$ cat src/rtl/spq_pkg.sv
// spq_pkg: shared types, command and status codes for the sorted priority queue.
// No dependencies; used by every module of the block.
`timescale 1ns / 1ps
`default_nettype none
package spq_pkg;

  localparam int ELEMENT_BITS     = 16;
  localparam int PRIORITY_BITS    = 16;
  localparam int COUNT_BITS       = 7;
  localparam int CAPACITY_DEFAULT = 64;

  localparam logic [1:0] CMD_ENQUEUE = 2'd0;
  localparam logic [1:0] CMD_DEQUEUE = 2'd1;
  localparam logic [1:0] CMD_QUERY   = 2'd2;
  // unused code, behaves as a query
  localparam logic [1:0] CMD_SPARE   = 2'd3;

  localparam logic [1:0] ST_OK    = 2'd0;
  localparam logic [1:0] ST_EMPTY = 2'd1;
  localparam logic [1:0] ST_FULL  = 2'd2;

  typedef struct packed {
    logic [1:0]               command;
    logic [ELEMENT_BITS-1:0]  element;
    logic [PRIORITY_BITS-1:0] priority_req;
  } in_item_t;

  typedef struct packed {
    logic [ELEMENT_BITS-1:0]  front_element;
    logic [PRIORITY_BITS-1:0] front_priority;
    logic [COUNT_BITS-1:0]    count;
    logic                     is_empty;
    logic [1:0]               status;
  } out_item_t;

  typedef struct packed {
    logic [ELEMENT_BITS-1:0]  element;
    logic [PRIORITY_BITS-1:0] prio;
  } entry_t;

  // broadcast to every cell for one accepted item
  typedef struct packed {
    logic   enq;
    logic   deq;
    entry_t entry;
  } cell_ctrl_t;

endpackage
`default_nettype wire

$ cat src/rtl/spq_cell.sv
// spq_cell: one slot of the sorted shift array.
// Depends on spq_pkg; instantiated in a row by sorted_priority_queue_unit.
`timescale 1ns / 1ps
`default_nettype none
module spq_cell #(
  parameter int INDEX = 0,
  parameter int CNT_W = 7
) (
  input  wire                 clk,
  input  spq_pkg::cell_ctrl_t ctrl,
  input  wire [CNT_W-1:0]     count,
  input  spq_pkg::entry_t     left_entry,
  input  wire                 left_at,
  input  spq_pkg::entry_t     right_entry,
  output spq_pkg::entry_t     entry,
  output logic                at
);

  spq_pkg::entry_t entry_r;
  spq_pkg::entry_t entry_nxt;

  // new item lands at or before this slot
  assign at = (CNT_W'(INDEX) >= count) || (entry_r.prio > ctrl.entry.prio);

  always_comb begin
    entry_nxt = entry_r;
    if (ctrl.enq && at) begin
      entry_nxt = left_at ? left_entry : ctrl.entry;
    end else if (ctrl.deq) begin
      entry_nxt = right_entry;
    end
  end

  always_ff @(posedge clk) begin
    entry_r <= entry_nxt;
  end

  assign entry = entry_r;

endmodule
`default_nettype wire

$ cat config.mk
export PLATFORM = sky130hd
export DESIGN_NAME = spq_cell
export DESIGN_NICKNAME = d
export VERILOG_FILES = /design/src/rtl/spq_pkg.sv /design/src/rtl/spq_cell.sv
export SDC_FILE = /design/constraint.sdc
export NUM_CORES = 1
export LEC_CHECK = 0
export BUFFER_PORTS_ARGS = -buffer_cell sky130_fd_sc_hd__clkbuf_2
export CAP_MARGIN = 20
export CORE_MARGIN = 3
export CORE_UTILIZATION = 47
export DETAILED_ROUTE_END_ITERATION = 8
export PLACE_DENSITY = 0.86
export SLEW_MARGIN = 20
export SYNTH_ARGS = -nofsm -noshare
export SYNTH_HDL_FRONTEND = slang
export SYNTH_SLANG_ARGS = --single-unit
$ cat constraint.sdc
create_clock -name clk -period 4.3 [get_ports clk]
set_input_delay 0.215 -clock clk [delete_from_list [all_inputs] [get_ports clk]]
set_output_delay 0.215 -clock clk [all_outputs]
set_load 0.05 [all_outputs]
# ---- Word-level counts from Yosys, hierarchy flattened
# Index checks and enable logic that the tools add are counted.
dict set report totals {
  ff_bits 32
  inputBits 107
  out_inout_bits 33
  wordCells 10
}
dict set report classes {
  magnitude_cmp 2
  mux 3
  n_reduce_logical 3
}
# operator n
set ops {}
lappend ops {{32-bit 2-to-1 mux} 3}
lappend ops {{16-bit > comparator} 1}
lappend ops {{1-bit by 7-bit greater-or-equal comparator with 1-bit output (first input constant)} 1}
lappend ops {{2-bit nonzero test} 1}
lappend ops {{1-bit logical AND} 1}
lappend ops {{1-bit logical OR} 1}

# ---- Logic depth before layout (Yosys ltp)
dict set report depth {
  ltp_word 4
  mapped_depth 9
  ltp_nobuf 7
}

# ---- Worst setup path before layout
# No wires, ideal clock.
dict set report synth_timing {
  kind {register -> register}
  start {reg entry_r, in the netlist entry[15]}
  end {reg entry_r, in the netlist entry[0], enable pin}
  setup_ns 0.375
  arrival_time_ns 2.662
  t_required_ns 3.925
  path_slack_ns 1.263
  stages_incl_launch_ff 9
  n_path_buf 2
  synth_period_minus_slack_ns 3.037
  cell_sequence {edfxtp_1 -> ha_1 -> nand4_1 -> nor4_2 -> a21boi_0 -> o311a_1 -> buf_6 -> buf_12 -> or2_2}
}
dict set report synth_between {
  elab_chain_len 4
}
# item line_no
set synth_rtl {}
lappend synth_rtl {{start: declaration} spq_cell.sv:19} ;# spq_pkg::entry_t entry_r;
lappend synth_rtl {{start signal: assignment} spq_cell.sv:35} ;# entry_r <= entry_nxt;
lappend synth_rtl {{16-bit > comparator} spq_cell.sv:23} ;# assign at = (CNT_W'(INDEX) >= count) || (entry_r.prio > ctrl.entry.prio);
lappend synth_rtl {{1-bit logical OR} spq_cell.sv:23}
lappend synth_rtl {{1-bit logical AND} spq_cell.sv:27} ;# if (ctrl.enq && at) begin
lappend synth_rtl {{2-bit nonzero test (no source line)} --}
# Every way passes these cells.
# A chain may end at the register's enable or synchronous reset.

# ---- Final worst setup path
dict set report layout_timing {
  start {reg entry_r, in the netlist entry[15]}
  end {reg entry_r, in the netlist entry[11], enable pin}
}
# Same word-level chain as after synthesis.

==> out/results.ini <==
[drt]
ant_nets = 0
dr.pass1.iters = 4
drt-vias-per-instance = 4.88
drt_iter0_drc = 73
remaining_drc_errors = 0
routedWlPerCell_um = 14.5
dr_total_vias = 1895
wirelength_mm = 5.63

[timing]
hold-worst-slack_ns = 0.229
worstMarginPinSlew_ns = 0.900
rsz0062_at_grt = no
setup_slack_ns = 0.982
slew_viol_final = 0
period_needed_ns = 3.32
finalSetupTns_ns = 0
setup_viol = 0
hold_violations = 0
fmax_ghz = 0.301
relSlewSlack_pct = 40.0
finalClockSkew_ns = 0.00533
post-route-period-util_pct = 77.2

[critical_path]
endpoint_kind = flip-flop
worstSetupPathType = reg -> reg
critPathTopFamily = simple AND/OR/NAND/NOR gates
rr_startpoint = entry[15]$_DFFE_PP_
cp.required_ns = 4.21
r2r_cells = 6
cp_data_arrival_time_ns = 3.23
critPathBufInv = 0
r2r-end = entry[11]$_DFFE_PP_
crit_fanout = 32
path_cells = ha_1, nand4_1, nor4_2, a21boi_0, o311a_2, or2_2
critPathMaxStageDelay_ns = 0.74
rrSetupSlack_ns = 0.98
cp_slowest_cell = or2_2
startpoint_type = flip-flop

[synthesis]
syn_inst = 184
ys_warn_count = 0
ys_seq_area_share_pct = 41.2
ys_seq_elements = 32
postSynthAreaPerCell_um2 = 12.7
yosysUniqueCellTypes = 28
synth_area_um2 = 2330
syn_nets = 307

[pwr]
leakage_nw = 1.59
p_comb_share_pct = 38.7
p_sw_uw = 405
total_power_mw = 1.14
switching_share_pct = 35.4
powerDensity_nw_per_um2 = 365
p_seq_share_pct = 36.4
clkPwrFrac_pct = 24.9
peakVddDrop_uv = 260
p_int_uw = 740

[die]
die_area_um2 = 5840
initial_core_util_pct = 51.1
core.rowCount = 24
die_h_um = 76.4
core_area_um2 = 4560
ios = 140
fp.dieW_um = 76.4

[clock_network]
cts_sinks = 32
cts_max_level = 2
cts_tree = built
cts_buffers = 5
postCtsSetupRepairBufs = 0
clk_pin_slew_worst_paths_ns = 0.07
hold_buffers = 0
cts-root-buf = clkbuf_8
clock_tree.buffer_depth = 2
post_cts_resized = 0
clock_latency_ns = 0.28

[status]
status = finished, final reports clean

[finish]
fin_nets = 445
layout_commonest_cell = clkbuf_2
largest_reg_flops = 32
stdcell_area_um2 = 3130
fill_cells = 372
utilization_pct = 68.7
final_cells = 388
seq_area_um2 = 961
area_growth_pct = 34.5
multi_input_area_um2 = 1220
drive_above_1_share_pct = 62.8
antenna_cells = 0
layout_common_cells = 139 x clkbuf_2, 32 x edfxtp_1, 29 x mux2_4

[hold_path]
min_path_cells = 2
worstHoldEndpoint = entry[4]$_DFFE_PP_
min_path_type = in -> reg
min_from = right_entry[4]

[placement]
dp_hpwl_mm = 4.51
place_area_um2 = 3030
dp_cells = 380
gp_congestion = 0.762
port_buffers = 139
dp_slack_ns = 0.937

[grt]
grt_first_pass_wirelength_mm = 9.08
grt_pass1_vias = 1969
antenna_found_initial = 0
track_usage_pct = 19.7
grt-ovfl-total = 0
grt_max_degree = 48

[flow_run]
maxCapViolations = 0

==> cell type report <==
type                       instances  share of cell area [%]
clock buffer                       6                    2.32
clock inverter                     2                    1.12
inverter                          16                    1.92
multi-input combinational        127                    39.0
sequential                        32                    30.7
tap                               65                    2.59
timing repair buffer             140                    22.4
==> per-layer routing <==
layer	part of all wire (%)	up-vias	routed length (µm)	global-route usage, %
li1	-	954	-	-
met1	40	836	2240	21.9
met2	50	97	2810	34.8
met3	9.0	8	504	6.26
met4	1.3	0	74	7.61
met5	0	-	0	0
==> synthesized netlist by cell type <==
master    count  share of area (%)
edfxtp_1     32                 41
mux2_4       29                 19
mux2_2       20                9.7
nand2_1      20                3.2
o21ai_0      17                3.6
ha_1         16                8.6
inv_1        16                2.6
a21oi_1       6                1.3
clkbuf_1      5               0.81
buf_12        3                2.6
and4_1        2               0.75
nand4_1       2               0.54
a2111o_1      1               0.48
a21boi_0      1               0.32
a21o_1        1               0.32
a21o_2        1               0.38
buf_6         1               0.48
nand3b_1      1               0.32
nor2_1        1               0.16
nor2b_1       1               0.27
nor4_2        1               0.54
nor4_4        1               0.91
o211ai_1      1               0.32
o21bai_1      1               0.32
o311a_1       1               0.43
or2_2         1               0.27
or4_4         1               0.48
or4b_2        1               0.43
==> how the worst max path moves through the flow <==
stage | startpoint | to | cells after the start
floorplan | entry[15]$_DFFE_PP_ | entry[0]$_DFFE_PP_ | 8
detailed placement | entry[15]$_DFFE_PP_ | entry[5]$_DFFE_PP_ | 6
CTS | entry[15]$_DFFE_PP_ | entry[1]$_DFFE_PP_ | 6
global route | entry[15]$_DFFE_PP_ | entry[10]$_DFFE_PP_ | 6
finish | entry[15]$_DFFE_PP_ | entry[11]$_DFFE_PP_ | 6
global placement | entry[15]$_DFFE_PP_ | entry[21]$_DFFE_PP_ | 6
==> kinds of logic after synthesis <==
group	after synthesis	synth area share (%)
AO/OA/AOI/OAI	30	7.52
adder cells (fa/ha/maj)	16	8.59
AND/OR/NAND/NOR	32	7.89
buffers and inverters	25	6.44
multiplexers	49	28.3
flip-flops	32	41.2
==> power by group through the flow <==
| stage | clock network [mW] | logic, mW | registers (mW) |
|---|---|---|---|
| after floorplan | 0 | 0.196 | 0.567 |
| after global placement | 0 | 0.438 | 0.421 |
| after detailed placement | 0 | 0.445 | 0.424 |
| after CTS | 0.292 | 0.447 | 0.417 |
| after global routing | 0.306 | 0.475 | 0.422 |
| final | 0.286 | 0.443 | 0.416 |
No activity file was read; power rests on OpenSTA's default activity.
